--- src/hdl/clc_pkg.sv ---
// Shared types, codes and constants for the code lock controller.
package clc_pkg;

  // Number of digits in a code.
  localparam int unsigned CodeLength = 8;
  localparam int unsigned IdxW       = (CodeLength > 1) ? $clog2(CodeLength) : 1;
  localparam int unsigned CntW       = $clog2(CodeLength + 1);

  // Timing registers.
  localparam int unsigned CfgW    = 16;
  localparam int unsigned CfgIdxW = 2;

  localparam logic [CfgW-1:0] PressGapReset  = 16'd300;
  localparam logic [CfgW-1:0] TimeoutReset   = 16'd15000;
  localparam logic [CfgW-1:0] HoldReset      = 16'd5000;
  localparam logic [CfgW-1:0] LongPressReset = 16'd3000;
  localparam logic [CfgW-1:0] CountMax       = 16'hFFFF;

  // Register indexes on the configuration port.
  typedef enum logic [CfgIdxW-1:0] {
    RegPressGapMin  = 2'd0,
    RegEntryTimeout = 2'd1,
    RegUnlockHold   = 2'd2,
    RegLongPress    = 2'd3
  } cfg_reg_e;

  // Reset code, digit i sits in bit i and repeats every eight digits.
  localparam logic [7:0] CodeResetPattern = 8'b0110_1111;

  // Window entry that never equals a code digit.
  localparam logic [1:0] WindowMarker = 2'd2;

  // Request opcodes.
  typedef enum logic [1:0] {
    OpTick    = 2'd0,
    OpZeroKey = 2'd1,
    OpOneKey  = 2'd2,
    OpUnused  = 2'd3
  } op_e;

  // Mode codes as seen on the result.
  localparam logic [1:0] ModeCodeLocked   = 2'd0;
  localparam logic [1:0] ModeCodeUnlocked = 2'd1;
  localparam logic [1:0] ModeCodeEdit     = 2'd2;

  // Internal mode register, one-hot.
  typedef enum logic [2:0] {
    ModeLocked   = 3'b001,
    ModeUnlocked = 3'b010,
    ModeEdit     = 3'b100
  } mode_e;

  // Event codes.
  typedef enum logic [2:0] {
    EvNone        = 3'd0,
    EvDigitTaken  = 3'd1,
    EvOpened      = 3'd2,
    EvCodeStored  = 3'd3,
    EvTimeout     = 3'd4,
    EvRelocked    = 3'd5,
    EvEditEntered = 3'd6
  } event_e;

  typedef struct packed {
    logic [1:0] op;
    logic       edit_button;
  } in_item_t;

  typedef struct packed {
    logic [1:0] mode;
    logic [3:0] entry_count;
    logic [2:0] event_res;
  } out_item_t;

  typedef struct packed {
    logic [CfgW-1:0] press_gap_min;
    logic [CfgW-1:0] entry_timeout;
    logic [CfgW-1:0] unlock_hold;
    logic [CfgW-1:0] long_press_ticks;
  } cfg_t;

  // Reset value of code digit i.
  function automatic logic code_reset_bit(int unsigned i);
    return CodeResetPattern[3'(i)];
  endfunction

endpackage

--- src/hdl/clc_cfg_regs.sv ---
// Timing configuration registers of the code lock controller.
module clc_cfg_regs (
  input  logic                        clk_i,
  input  logic                        rst_ni,
  input  logic                        cfg_we_i,
  input  logic [clc_pkg::CfgIdxW-1:0] cfg_idx_i,
  input  logic [clc_pkg::CfgW-1:0]    cfg_wdata_i,
  output clc_pkg::cfg_t               cfg_o
);
  import clc_pkg::*;

  cfg_t cfg_q, cfg_d;

  // Decode the register index of a write.
  always_comb begin
    cfg_d = cfg_q;
    if (cfg_we_i) begin
      unique case (cfg_reg_e'(cfg_idx_i))
        RegPressGapMin:  cfg_d.press_gap_min    = cfg_wdata_i;
        RegEntryTimeout: cfg_d.entry_timeout    = cfg_wdata_i;
        RegUnlockHold:   cfg_d.unlock_hold      = cfg_wdata_i;
        RegLongPress:    cfg_d.long_press_ticks = cfg_wdata_i;
        default:         cfg_d = cfg_q;
      endcase
    end
  end

  always_ff @(posedge clk_i or negedge rst_ni) begin
    if (!rst_ni) begin
      cfg_q.press_gap_min    <= PressGapReset;
      cfg_q.entry_timeout    <= TimeoutReset;
      cfg_q.unlock_hold      <= HoldReset;
      cfg_q.long_press_ticks <= LongPressReset;
    end else begin
      cfg_q <= cfg_d;
    end
  end

  assign cfg_o = cfg_q;

endmodule

--- src/hdl/clc_core.sv ---
// Lock state and the single-pass next-state and result logic.
module clc_core (
  input  logic               clk_i,
  input  logic               rst_ni,
  input  logic               step_i,
  input  clc_pkg::in_item_t  item_i,
  input  clc_pkg::cfg_t      cfg_i,
  output clc_pkg::out_item_t res_o
);
  import clc_pkg::*;

  mode_e             mode_q, mode_d;
  logic [CntW-1:0]   cnt_q, cnt_d;
  logic [1:0]        win_q [CodeLength];
  logic [1:0]        win_d [CodeLength];
  logic              code_q [CodeLength];
  logic              code_d [CodeLength];
  logic [CfgW-1:0]   since_q, since_d;
  logic              armed_q, armed_d;
  logic [CfgW-1:0]   open_q, open_d;
  logic [CfgW-1:0]   hold_q, hold_d;
  event_e            ev;

  function automatic logic [CfgW-1:0] sat_inc(logic [CfgW-1:0] v);
    return (v == CountMax) ? v : v + 1'b1;
  endfunction

  // Next state and event for the request in hand.
  always_comb begin
    logic [CfgW-1:0] since_inc;
    logic [CfgW-1:0] hold_inc;
    logic [CfgW-1:0] open_inc;
    logic            digit;
    logic            match;
    logic [IdxW-1:0] idx;
    logic [CntW-1:0] cnt_inc;

    mode_d  = mode_q;
    cnt_d   = cnt_q;
    win_d   = win_q;
    code_d  = code_q;
    since_d = since_q;
    armed_d = armed_q;
    open_d  = open_q;
    hold_d  = hold_q;
    ev      = EvNone;

    since_inc = sat_inc(since_q);
    hold_inc  = item_i.edit_button ? sat_inc(hold_q) : '0;
    open_inc  = sat_inc(open_q);
    digit     = (item_i.op == OpOneKey);
    match     = 1'b0;
    idx       = '0;
    cnt_inc   = '0;

    unique case (op_e'(item_i.op))
      OpTick: begin
        if (item_i.edit_button && (hold_inc >= cfg_i.long_press_ticks)) begin
          // Long hold of the edit button enters edit from any mode.
          hold_d  = '0;
          mode_d  = ModeEdit;
          cnt_d   = '0;
          armed_d = 1'b0;
          since_d = CountMax;
          ev      = EvEditEntered;
        end else begin
          since_d = since_inc;
          hold_d  = hold_inc;
          if (mode_q == ModeUnlocked) begin
            open_d = open_inc;
            if (open_inc >= cfg_i.unlock_hold) begin
              mode_d = ModeLocked;
              ev     = EvRelocked;
            end
          end else if ((mode_q == ModeLocked) && armed_q) begin
            if (since_inc >= cfg_i.entry_timeout) begin
              for (int i = 0; i < CodeLength; i++) begin
                win_d[i] = WindowMarker;
              end
              cnt_d   = '0;
              armed_d = 1'b0;
              ev      = EvTimeout;
            end
          end
        end
      end
      OpZeroKey, OpOneKey: begin
        since_d = '0;
        armed_d = 1'b1;
        if (since_q >= cfg_i.press_gap_min) begin
          if (mode_q == ModeLocked) begin
            // Fill the window, or shift it once it is full.
            if (cnt_q < CntW'(CodeLength)) begin
              win_d[cnt_q[IdxW-1:0]] = {1'b0, digit};
              cnt_d = cnt_q + 1'b1;
            end else begin
              for (int i = 1; i < CodeLength; i++) begin
                win_d[i-1] = win_q[i];
              end
              win_d[CodeLength-1] = {1'b0, digit};
              cnt_d = CntW'(CodeLength);
            end
            match = 1'b1;
            for (int i = 0; i < CodeLength; i++) begin
              if (win_d[i] != {1'b0, code_q[i]}) begin
                match = 1'b0;
              end
            end
            if (match) begin
              mode_d = ModeUnlocked;
              cnt_d  = '0;
              for (int i = 0; i < CodeLength; i++) begin
                win_d[i] = WindowMarker;
              end
              open_d = '0;
              ev     = EvOpened;
            end else begin
              ev = EvDigitTaken;
            end
          end else if (mode_q == ModeEdit) begin
            // Write the next digit of the new code.
            idx = (cnt_q >= CntW'(CodeLength)) ? '0 : cnt_q[IdxW-1:0];
            code_d[idx] = digit;
            cnt_inc = CntW'(idx) + 1'b1;
            if (cnt_inc >= CntW'(CodeLength)) begin
              cnt_d  = '0;
              mode_d = ModeLocked;
              ev     = EvCodeStored;
            end else begin
              cnt_d = cnt_inc;
              ev    = EvDigitTaken;
            end
          end
        end
      end
      default: begin
        ev = EvNone;
      end
    endcase
  end

  // State registers, updated once per processed request.
  always_ff @(posedge clk_i or negedge rst_ni) begin
    if (!rst_ni) begin
      mode_q  <= ModeLocked;
      cnt_q   <= '0;
      since_q <= CountMax;
      armed_q <= 1'b0;
      open_q  <= '0;
      hold_q  <= '0;
      for (int i = 0; i < CodeLength; i++) begin
        win_q[i]  <= '0;
        code_q[i] <= code_reset_bit(i);
      end
    end else if (step_i) begin
      mode_q  <= mode_d;
      cnt_q   <= cnt_d;
      since_q <= since_d;
      armed_q <= armed_d;
      open_q  <= open_d;
      hold_q  <= hold_d;
      win_q   <= win_d;
      code_q  <= code_d;
    end
  end

  // Result fields reflect the state after the request.
  always_comb begin
    unique case (mode_d)
      ModeLocked:   res_o.mode = ModeCodeLocked;
      ModeUnlocked: res_o.mode = ModeCodeUnlocked;
      ModeEdit:     res_o.mode = ModeCodeEdit;
      default:      res_o.mode = ModeCodeLocked;
    endcase
    res_o.entry_count = 4'(cnt_d);
    res_o.event_res   = ev;
  end

endmodule

--- src/hdl/code_lock_controller_top.sv ---
// Top level of the code lock controller: request and result stages.
//
// Requests arrive on in_valid_i / in_ready_o with in_data_i: a tick that
// carries the edit button level, or a zero-key or one-key press. Every
// request gives exactly one result on out_valid_o / out_ready_i with
// out_data_o: the mode after the request, the digit count and an event.
// A request is held in an input register, worked through the lock logic
// and its result loaded into the output register once that register is
// free. One request is taken every cycle while the receiver keeps up;
// the only loop is the update of the lock state by each request.
// When the receiver stalls, the result waits in the output register and
// one more request is held in the input register; in_ready_o then falls.
// The timing registers are written through cfg_we_i, cfg_idx_i and
// cfg_wdata_i; the user must write them only while no request is in
// flight, which the block itself does not enforce. Reset clears both
// stages, locks the lock, loads the default code and default timings.
module code_lock_controller_top (
  input  logic                        clk_i,
  input  logic                        rst_ni,
  input  logic                        in_valid_i,
  output logic                        in_ready_o,
  input  clc_pkg::in_item_t           in_data_i,
  output logic                        out_valid_o,
  input  logic                        out_ready_i,
  output clc_pkg::out_item_t          out_data_o,
  input  logic                        cfg_we_i,
  input  logic [clc_pkg::CfgIdxW-1:0] cfg_idx_i,
  input  logic [clc_pkg::CfgW-1:0]    cfg_wdata_i
);
  import clc_pkg::*;

  cfg_t      cfg;
  out_item_t res;
  logic      step;
  logic      out_free;

  logic      req_valid_q, req_valid_d;
  in_item_t  req_q;
  logic      out_valid_q, out_valid_d;
  out_item_t out_q;

  clc_cfg_regs u_cfg (
    .clk_i       (clk_i),
    .rst_ni      (rst_ni),
    .cfg_we_i    (cfg_we_i),
    .cfg_idx_i   (cfg_idx_i),
    .cfg_wdata_i (cfg_wdata_i),
    .cfg_o       (cfg)
  );

  clc_core u_core (
    .clk_i  (clk_i),
    .rst_ni (rst_ni),
    .step_i (step),
    .item_i (req_q),
    .cfg_i  (cfg),
    .res_o  (res)
  );

  // Handshake between the two stages.
  assign out_free    = !out_valid_q || out_ready_i;
  assign step        = req_valid_q && out_free;
  assign in_ready_o  = !req_valid_q || step;
  assign req_valid_d = in_ready_o ? in_valid_i : req_valid_q;
  assign out_valid_d = out_free ? step : out_valid_q;

  always_ff @(posedge clk_i or negedge rst_ni) begin
    if (!rst_ni) begin
      req_valid_q <= 1'b0;
      out_valid_q <= 1'b0;
    end else begin
      req_valid_q <= req_valid_d;
      out_valid_q <= out_valid_d;
    end
  end

  // Payload registers.
  always_ff @(posedge clk_i) begin
    if (in_valid_i && in_ready_o) begin
      req_q <= in_data_i;
    end
    if (step) begin
      out_q <= res;
    end
  end

  assign out_valid_o = out_valid_q;
  assign out_data_o  = out_q;

endmodule
--- config.mk ---
export PLATFORM = sky130hd
export DESIGN_NAME = code_lock_controller_top
export DESIGN_NICKNAME = d
export VERILOG_FILES = /design/src/hdl/clc_pkg.sv /design/src/hdl/clc_cfg_regs.sv /design/src/hdl/clc_core.sv /design/src/hdl/code_lock_controller_top.sv
export SDC_FILE = /design/constraint.sdc
export NUM_CORES = 1
export LEC_CHECK = 0
export BUFFER_PORTS_ARGS = -buffer_cell sky130_fd_sc_hd__buf_2
export CELL_PAD_IN_SITES_DETAIL_PLACEMENT = 0
export CELL_PAD_IN_SITES_GLOBAL_PLACEMENT = 2
export CORE_AREA = 2 2 156 158
export CTS_CLUSTER_SIZE = 30
export DETAILED_ROUTE_END_ITERATION = 8
export DIE_AREA = 0 0 158 160
export PLACE_DENSITY_LB_ADDON = 0.1
export SLEW_MARGIN = 5
export SYNTH_ARGS = -nofsm -noshare
export SYNTH_HDL_FRONTEND = slang
export SYNTH_HIERARCHICAL = 1
export SYNTH_SLANG_ARGS = --single-unit
--- constraint.sdc ---
create_clock -name clk_i -period 9.8 [get_ports clk_i]
set_input_delay 1.96 -clock clk_i [delete_from_list [all_inputs] [get_ports clk_i]]
set_output_delay 1.96 -clock clk_i [all_outputs]
set_load 0.005 [all_outputs]
==> results of run 1 <==
power by group through the flow:
stage | sequential, µW | combinational [µW] | clock, µW
floorplan | 835 | 323 | 0
global placement | 866 | 439 | 0
detailed placement | 867 | 442 | 0
CTS | 856 | 444 | 739
global route | 871 | 504 | 767
finish | 856 | 438 | 720
cells in the final DEF (no fill, tap or decap), types with 12 or more instances in the layout:
| cell type | Yosys | final |
|---|---|---|
| dfstp_2 | 46 | 46 |
| buf_2 | 6 | 35 |
| a21oi_1 | 52 | 52 |
| nand3_1 | 27 | 27 |
| a21o_1 | 14 | 14 |
| nand4_1 | 17 | 17 |
| clkbuf_16 | 0 | 17 |
| a31oi_1 | 12 | 12 |
| nor3_1 | 24 | 24 |
| nand2b_1 | 12 | 12 |
| mux2_2 | 75 | 75 |
| xnor2_1 | 24 | 24 |
| a22o_1 | 20 | 20 |
| inv_1 | 82 | 82 |
| nor2_1 | 56 | 56 |
| nand2_1 | 97 | 97 |
| ha_1 | 73 | 73 |
| o21ai_0 | 51 | 51 |
| xor2_1 | 15 | 15 |
| dfrtp_1 | 100 | 100 |
| edfxtp_1 | 12 | 12 |
how the worst min path moves through the flow:
stage	endpoint	slack, ns	depth (start not counted)
4_1_cts	u_cfg/cfg_o[30]	0.51	1
6_report	u_cfg/cfg_o[46]	0.50	1
3_5_place_dp	u_cfg/cfg_o[29]	0.49	1
2_1_floorplan	u_core/since_q[15]	0.46	2
3_3_place_gp	u_cfg/cfg_o[15]	0.49	1
5_1_grt	u_cfg/cfg_o[30]	0.51	1
per-layer routing:
layer	up-vias	GRT usage, %	part of all wire (%)
li1	3855	-	-
met4	0	5.94	1.5
met2	102	34.8	46
met3	24	3.74	2.8
met5	-	0	0
met1	3777	32.0	49
area by class of cell:
type	instances	share of cell area, %
Multi-Input combinational cell	762	49.8
Sequential cell	158	36.0
Clock buffer	17	3.77
Tap cell	324	3.59
Inverter	84	2.79
Timing Repair Buffer	44	2.18
Clock inverter	15	1.76
Antenna cell	1	0.0222
critical path: stages (launching register included):
cell      delay, ns
dfrtp_1        0.42
ha_1           0.26
nand2_1        0.10
nor3_1         0.11
and3_1         0.26
nor3_1         0.32
or3b_2         0.49
xor2_1         0.15
nor2_1         0.15
ha_1           0.28
and3_1         0.17
a221o_1        0.29
a2111o_1       0.40
o211a_2        0.40
o21ai_1        0.30
nand3_4        0.33
and2_0         0.29
a41o_1         0.20
logic make-up after synthesis:
kind of cell	synth area share [%]
AO/OA/AOI/OAI	17.5
AND/OR/NAND/NOR	16.0
multiplexers	9.22
flip-flops	39.7
adder cells (fa/ha/maj)	8.91
XOR/XNOR	3.33
buffers and inverters	5.34
sequential cells by signal (all words and copies together), names as in the netlist:
| register | cells |
|---|---|
| out_data_o | 9 |
| out_valid_o | 1 |
| req_q | 3 |
| req_valid_q | 1 |
| u_cfg/cfg_o | 64 |
| u_core/armed_q | 1 |
| u_core/cnt_q | 4 |
| u_core/code_q | 8 |
| u_core/hold_q | 16 |
| u_core/mode_q | 3 |
| u_core/open_q | 16 |
| u_core/since_q | 16 |
| u_core/win_q | 16 |
stage by stage:
stage          setup slack [ns]  power, µW  hold WS (ns)  utilization, %
3_3_place_gp               4.85       1300         0.488            44.8
2_1_floorplan              5.28       1160         0.462               -
5_1_grt                    4.34       2140         0.514            47.4
4_1_cts                    4.74       2040         0.509            47.4
6_report                   4.75       2010         0.504            47.4
3_5_place_dp               4.78       1310         0.494            44.8
==> flow_summary.toml, run 1 <==
[run]
drv_cap = 0

[grt]
antenna_found_initial = 1
grt_pass1_wl_um = 43100
grt_use_total_pct = 22.3
grt_pass1_vias = 7575
grt_max_degree = 59
overflow = 0

[timing]
period_share_pct = 51.5
finalHoldViolCount = 0
max-slew-margin-rel_pct = 35.8
fmax_mhz = 198
skew_ns = 0.0195
timing.setup.tns_ns = 0
maxSlewViolCount = 0
fin_crit_ns = 5.05
tightest_slew_ns = 0.960
rsz0062_at_grt = "false"
setup_viol = 0

[drt]
wl_per_cell_um = 19.1
drtAntennaViolNets = 0
drtIter0Drc = 312
via_count = 7758
dr.pass1.iters = 5
via_per_inst = 5.52
routed_wirelength_um = 26800
drc_errors = 0

[power_and_ir_drop]
p_comb_share_pct = 21.7
intPower_uw = 1370
switchingPower_uw = 640
clkPwrFrac_pct = 35.8
power.density_mw_per_mm2 = 178
ir_drop_v = 0.0000868
power_switching_share_pct = 31.8
p_leak_uw = 0.00501
pwr-share-seq_pct = 42.5

[finish]
regArea_mm2 = 0.00407
multi_input_area_mm2 = 0.00563
drive_above_1_share_pct = 21.5
nFillCells = 2350
fin_cells = 1405
final_nets = 1166
post-route-cell-area_mm2 = 0.0113
syn_to_final_growth_pct = 10.2

[critical_path]
critPathMaxFanout = 31
r2r_slack_ns = 4.75
r2r_end = "u_core/open_q[15]"
cp-start-kind = "flip-flop"
cp.arrival_ns = 5.37
rr_worst_depth = 17
cp-end-kind = "flip-flop"
r2r_start = "u_core/hold_q[0]"
cp-endpoint = "u_core/open_q[15]"
crit_start = "u_core/hold_q[0]"
critical_path_required_ns = 10.12
crit_type = "reg -> reg"

[placement]
placed_cell_area_mm2 = 0.0107
placedCellCount = 1372
dp_hpwl_um = 19600
gp_congestion = 0.831
io_buffers = 36

[yosys]
ys_types = 88
synthTopCellsByCount = "dfrtp_1 (100), nand2_1 (97), inv_1 (82)"
ys.flop_type = "dfrtp_1"
synth-seq-cells = 158
synth_top_area_share_pct = 24.4
synth_edf_count = 12
synth_top_cell_by_area = "dfrtp_1"
ys_top_cells_by_area = "dfrtp_1 (24%), dfstp_2 (12%), ha_1 (8.9%), mux2_2 (8.2%), nand2_1 (3.6%)"
synth_warnings = 6
synthArstFlopShare_pct = 92.4
syn_inst = 1050
synth_nets = 1149
syn_area_per_cell_um2 = 9.76
yosysMostFrequentCell = "dfrtp_1"
synthesis.area_mm2 = 0.0102
synth_seq_area_share_pct = 39.7

[min_path]
min_from = "u_cfg/cfg_o[46]"
min_path_type = "reg -> reg"

[clocking]
clk_pin_slew_ns = 0.07
max-clock-path-buffers = 2
cts_num_sinks = 158
numCtsBuffers = 17
root_buffer = "clkbuf_16"
post_cts_buffers = 0
postCtsHoldBufs = 0
worst_skew_pair.late_latency_ns = 0.44
cts_resized = 0
cts_tree = "yes"
htree_levels = 4

[die]
rows = 57
chipWidth_um = 158
initial_utilization_pct = 43.0
core_mm2 = 0.0238
die_area_mm2 = 0.0253
die_h_um = 160
ios = 37

[outcome]
outcome = "completed"
Power figures use the tool's default switching activity.
==> run 2: changes to the inputs <==
--- a/config.mk
+++ b/config.mk
@@ -8,10 +8,10 @@
 export BUFFER_PORTS_ARGS = -buffer_cell sky130_fd_sc_hd__buf_2
 export CELL_PAD_IN_SITES_DETAIL_PLACEMENT = 0
 export CELL_PAD_IN_SITES_GLOBAL_PLACEMENT = 2
-export CORE_AREA = 2 2 156 158
+export CORE_AREA = 2 2 170 172
 export CTS_CLUSTER_SIZE = 30
 export DETAILED_ROUTE_END_ITERATION = 8
-export DIE_AREA = 0 0 158 160
+export DIE_AREA = 0 0 172 174
 export PLACE_DENSITY_LB_ADDON = 0.1
 export SLEW_MARGIN = 5
 export SYNTH_ARGS = -nofsm -noshare
==> constraint.sdc (replaced) <==
create_clock -name clk_i -period 4.6 [get_ports clk_i]
set_input_delay 0.92 -clock clk_i [delete_from_list [all_inputs] [get_ports clk_i]]
set_output_delay 0.92 -clock clk_i [all_outputs]
set_load 0.005 [all_outputs]
==> run 2 against run 1 <==
  * Clock skew shrank 0.0042 ns
  * Hold slack better by 0.0035 ns
  * Die area grew 18%
  * Highest routed layer unchanged
==> flow_summary.toml, run 2 (same netlist as run 1, synthesis figures left out) <==
[finish]
utilization_pct = 41.7
nFillCells = 2854
largest_reg_flops = 64
final_nets = 1211
syn_to_final_growth_pct = 14.8
mostFrequentLayoutCell = "dfrtp_1"
drive_above_1_share_pct = 25.3
mostFrequentLayoutCells = "dfrtp_1 (100), nand2_1 (97), inv_1 (82), mux2_2 (75), ha_1 (73)"
post-route-cell-area_mm2 = 0.0118

[timing]
skew_ns = 0.0153
period_share_pct = 96.0
setup_viol = 0
max-slew-margin-rel_pct = 32.9
finalHoldViolCount = 0
rsz0062_at_grt = "true"
tightest_slew_ns = 1.00
fmax_mhz = 226
setup_ws_ns = 0.185
fin_crit_ns = 4.42
maxSlewViolCount = 0
finalHoldWorstSlack_ns = 0.507

[drt]
via_count = 7924
wl_per_cell_um = 18.9
drtIter0Drc = 439
drc_errors = 0
drtAntennaViolNets = 0
via_per_inst = 5.25
dr.pass1.iters = 5
routed_wirelength_um = 28600

[die]
initial_utilization_pct = 36.3
die_h_um = 174
chipWidth_um = 172
rows = 62
die_area_mm2 = 0.0299
ios = 37
core_mm2 = 0.0282

[grt]
overflow = 0
antenna_found_initial = 1
grt_use_total_pct = 20.0
grt_pass1_wl_um = 45400
grt_pass1_vias = 7863
grt_max_degree = 88

[clocking]
max-clock-path-buffers = 2
numCtsBuffers = 17
root_buffer = "clkbuf_16"
cts_num_sinks = 158
cts_tree = "yes"
worst_skew_pair.late_latency_ns = 0.45
clk_pin_slew_ns = 0.07
htree_levels = 4

[placement]
dp_hpwl_um = 21100
io_buffers = 36
dp_slack_ns = -0.121
placed_cell_area_mm2 = 0.0111
gp_congestion = 0.801

[power_and_ir_drop]
power.density_mw_per_mm2 = 367
ir_drop_v = 0.000232
p_leak_uw = 0.00527

[run]
drv_cap = 0

[critical_path]
cp-start-kind = "flip-flop"
cp-end-kind = "flip-flop"
r2r_slack_ns = 0.18
crit_type = "reg -> reg"
cp.arrival_ns = 4.60
critPathMaxFanout = 6
critical_path_required_ns = 4.79

[min_path]
min_path_type = "reg -> reg"

[outcome]
outcome = "completed"
-- run 2: power breakdown --
part	total, µW	internal, µW	switching [µW]	leakage [µW]
combinational	1010	451	556	0.00312
clock	1480	819	662	0.000292
sequential	1830	1650	181	0.00186
total	4310	2910	1400	0.00527
-- run 2: routing by layer --
layer | GRT usage, % | wire (µm)
met4 | 6.93 | 629
met1 | 27.1 | 13600
met3 | 4.19 | 868
met5 | 0 | 0
met2 | 31.5 | 13500
-- run 2: worst max-delay path, stage by stage (launching register included) --
cell and delay [ns]:
dfrtp_1 0.38, ha_1 0.21, nand2_1 0.09, nor3_1 0.06
and3_1 0.21, nor3_2 0.18, or3b_2 0.47, xor2_1 0.16
nor2_2 0.14, ha_1 0.27, and3_1 0.17, a221o_1 0.29
a2111o_1 0.34, o211a_4 0.29, a211oi_4 0.27, o32ai_1 0.14
a221o_1 0.35, nor3b_2 0.15
-- run 2: final timing paths --
check / startpoint / to / cells after the start
max reg2reg: u_core/hold_q[0] / out_data_o[7] / 17
max: u_core/hold_q[0] / out_data_o[7] / 17
min: u_core/since_q[15] / u_core/since_q[15] / 2
min reg2reg: u_core/since_q[15] / u_core/since_q[15] / 2
max in group asynchronous: rst_ni / u_core/since_q[13] / 2
min in group asynchronous: rst_ni / u_core/hold_q[3] / 1
-- run 2: final cells by class --
| cell class | instances | area [µm²] | share of cell area, % |
|---|---|---|---|
| multi-input combinational | 762 | 5690 | 48.3 |
| antenna | 1 | 2.50 | 0.0213 |
| timing repair buffer | 89 | 609 | 5.18 |
| sequential | 158 | 4070 | 34.6 |
| tap | 384 | 480 | 4.08 |
| inverter | 84 | 315 | 2.68 |
| clock inverter | 15 | 173 | 1.47 |
| clock buffer | 17 | 425 | 3.62 |
-- run 2: through the flow --
step,setup TNS (ns),total power [µW],std cells
floorplan,0,2470,1050
global placement,-0.185,2850,1472
detailed placement,-0.318,2850,1472
CTS,0,4370,1504
global route,-0.00858,4590,1509
finish,0,4310,1510
-- run 2: repair_timing --
| action | CTS | global route |
|---|---|---|
| resized for setup | 2 | 12 |
| hold buffers | 0 | 0 |
| endpoints found under the setup margin | 8 | 39 |
| buffers inserted | 0 | 5 |
| pin swaps | 0 | 4 |
| gates cloned | 0 | 0 |
==> run 3: changes to the inputs <==
--- a/config.mk
+++ b/config.mk
@@ -5,14 +5,15 @@
 export SDC_FILE = /design/constraint.sdc
 export NUM_CORES = 1
 export LEC_CHECK = 0
+export ABC_AREA = 1
 export BUFFER_PORTS_ARGS = -buffer_cell sky130_fd_sc_hd__buf_2
 export CELL_PAD_IN_SITES_DETAIL_PLACEMENT = 0
 export CELL_PAD_IN_SITES_GLOBAL_PLACEMENT = 2
-export CORE_AREA = 2 2 170 172
+export CORE_AREA = 2 2 184 186
 export CTS_CLUSTER_SIZE = 30
 export DETAILED_ROUTE_END_ITERATION = 8
-export DIE_AREA = 0 0 172 174
-export PLACE_DENSITY_LB_ADDON = 0.1
+export DIE_AREA = 0 0 186 188
+export PLACE_DENSITY = 0.74
 export SLEW_MARGIN = 5
 export SYNTH_ARGS = -nofsm -noshare
 export SYNTH_HDL_FRONTEND = slang
==> run 3 against run 2 <==
  * First-iteration DRC count is 64% higher
  * Sequential cell count stayed put
  * Largest power group unchanged
  * Via count is 19% higher
  * Global-route usage is 0.99 points lower
  * Cell count is 30% higher
  * Design area is 1.4% higher
  * Clock-buffer cell count is 3 higher
  * Fmax is 11% higher
  * Power is 13% higher
  * Register-to-register slack better by 0.44 ns
  * Sequential power is 6% higher
  * Sequential share of layout area is 0.48 points lower
==> flow_summary.toml, run 3 <==
[critical_path]
path_delay_family = "simple AND/OR/NAND/NOR gates"
critical_path_required_ns = 4.77
r2r_start = "u_core/since_q[2]"
cp-start-kind = "flip-flop"
r2r_slack_ns = 0.62
cp.arrival_ns = 4.15
cp_num_cells = 19
slowest_stage = "dfstp_2"
crit_start = "u_core/since_q[2]"
critPathMaxFanout = 4
crit_type = "reg -> reg"
cp-end-kind = "flip-flop"
slowest_delay_ns = 0.56
rr_worst_depth = 19
cp_cell_sequence = "inv_1 -> nor3_1 -> buf_4 -> nand2_1 -> nor3_1 -> nand3_1 -> nor2_1 -> xor2_1 -> or2_2 -> ha_1 -> nand2_1 -> nor3_1 -> nand3_1 -> nand3_1 -> nand2_1 -> nand3_1 -> nand3_1 -> nand2_1 -> nand2_1"
path_buf_inv = 2
r2r_end = "out_data_o[5]"
cp-endpoint = "out_data_o[5]"

[clocking]
max-clock-path-buffers = 2
postCtsHoldBufs = 0
worst_skew_pair.late_latency_ns = 0.44
post_cts_buffers = 0
cts_resized = 0
cts_num_sinks = 158
root_buffer = "clkbuf_16"
cts_tree = "yes"
htree_levels = 4
clk_pin_slew_ns = 0.08
numCtsBuffers = 17

[finish]
num_antenna_cells = 0
syn_to_final_growth_pct = 10.8
largest_reg_flops = 64
drive_above_1_share_pct = 11.0
mostFrequentLayoutCells = "nand2_1 (461), inv_1 (189), nand3_1 (116), dfrtp_1 (100), nor2_1 (100)"
mostFrequentLayoutCell = "nand2_1"
final_nets = 1603
utilization_pct = 36.0

[die]
die_area_mm2 = 0.0350
core_mm2 = 0.0331
ios = 37
initial_utilization_pct = 32.5
chipWidth_um = 186
die_h_um = 188
rows = 67

[drt]
drtIter0Drc = 718
drtAntennaViolNets = 0
drc_errors = 0
via_count = 9462
routed_wirelength_um = 31200
wl_per_cell_um = 15.9
dr.pass1.iters = 5
via_per_inst = 4.82

[yosys]
synth-seq-cells = 158
synth_nets = 1584
synth_warnings = 6
yosysMostFrequentCell = "nand2_1"
syn_inst = 1485
synth_top_cell_by_area = "dfrtp_1"
ys.flop_type = "dfrtp_1"
synthArstFlopShare_pct = 92.4
syn_area_per_cell_um2 = 7.25
synthTopCellsByCount = "nand2_1 (461), inv_1 (189), nand3_1 (116)"
synth_top_area_share_pct = 23.3
ys_top_cells_by_area = "dfrtp_1 (23%), nand2_1 (16%), dfstp_2 (11%), ha_1 (8.5%), inv_1 (6.6%)"
ys_types = 51
synth_seq_area_share_pct = 37.8
synthesis.area_mm2 = 0.0108
synth_edf_count = 12

[timing]
rsz0062_at_grt = "false"
fin_crit_ns = 3.98
max-slew-margin-rel_pct = 52.2
setup_viol = 0
skew_ns = 0.0182
timing.setup.tns_ns = 0
tightest_slew_ns = 0.718
period_share_pct = 86.5
fmax_mhz = 251
maxSlewViolCount = 0
finalHoldWorstSlack_ns = 0.464
finalHoldViolCount = 0

[power_and_ir_drop]
p_leak_uw = 0.00594
ir_drop_v = 0.000273
power_uw = 4870
power.density_mw_per_mm2 = 408

[grt]
antenna_found_initial = 0
grt_pass1_wl_um = 51800
overflow = 0
grt_pass1_vias = 9466
grt_use_total_pct = 19.0
grt_max_degree = 68

[placement]
io_buffers = 36
gp_congestion = 0.821
dp_hpwl_um = 22800

[min_path]
min_path_type = "reg -> reg"

[run]
drv_cap = 0

[outcome]
outcome = "completed"
-- run 3: cell count changes after synthesis, sizes merged, moves of 56 or more --
cell   previous run  this run
nor2             56       112
nand4            17        80
inv              83       195
nand3            29       124
mux2             75         0
nand2            98       465
-- run 3: report_power, final --
group	total (µW)	internal (µW)	leakage, µW	switching, µW
sequential	1940	1710	0.00189	236
clock	1400	753	0.000276	652
combinational	1520	526	0.00378	992
total	4870	2980	0.00594	1880
-- run 3: how the worst min path moves through the flow --
stage                                 end  cells past startpoint             from  slack [ns]
after floorplan           u_cfg/cfg_o[17]                      2  u_cfg/cfg_o[17]        0.44
after global placement    u_cfg/cfg_o[45]                      2  u_cfg/cfg_o[45]        0.45
after detailed placement  u_cfg/cfg_o[28]                      2  u_cfg/cfg_o[28]        0.46
after CTS                 u_cfg/cfg_o[23]                      2  u_cfg/cfg_o[23]        0.47
after global routing      u_cfg/cfg_o[23]                      2  u_cfg/cfg_o[23]        0.48
final                     u_cfg/cfg_o[39]                      2  u_cfg/cfg_o[39]        0.46
-- run 3: layer usage --
metal,global-route usage [%],up-vias,wire (µm)
met2,29.7,144,14200
met1,27.5,4407,15800
met5,0,-,0
met3,2.74,16,941
met4,4.24,0,284
li1,-,4895,-
-- run 3: cell type report --
type | instances | area (µm²)
tap | 448 | 561
clock buffer | 20 | 468
clock inverter | 12 | 100
multi-input combinational | 1075 | 5670
sequential | 158 | 4070
fill | 3601 | 21200
inverter | 200 | 751
timing repair buffer | 52 | 307
-- run 3: worst min-delay path, delay by kind of cell (launching register included) --
kind	cells	cell delay [ns]
DFF	1	0.37
and+or+nand+nor	2	0.09
-- run 3: per-stage QoR --
step | cell area (µm²) | setup WS (ns) | instances
6_report | 11900 | 0.620 | 1965
5_1_grt | 11900 | 0.0603 | 1965
4_1_cts | 11900 | 0.559 | 1965
3_5_place_dp | 11400 | 0.587 | 1933
3_3_place_gp | 11400 | 0.617 | 1933
2_1_floorplan | 10800 | 1.19 | 1485
-- run 3: cell families after synthesis --
kind of cell	synth area share, %
flops	37.8
xor+xnor	2.12
compound gates	7.99
simple gates	34.0
fa+ha+maj	8.49
buf+inv	9.55
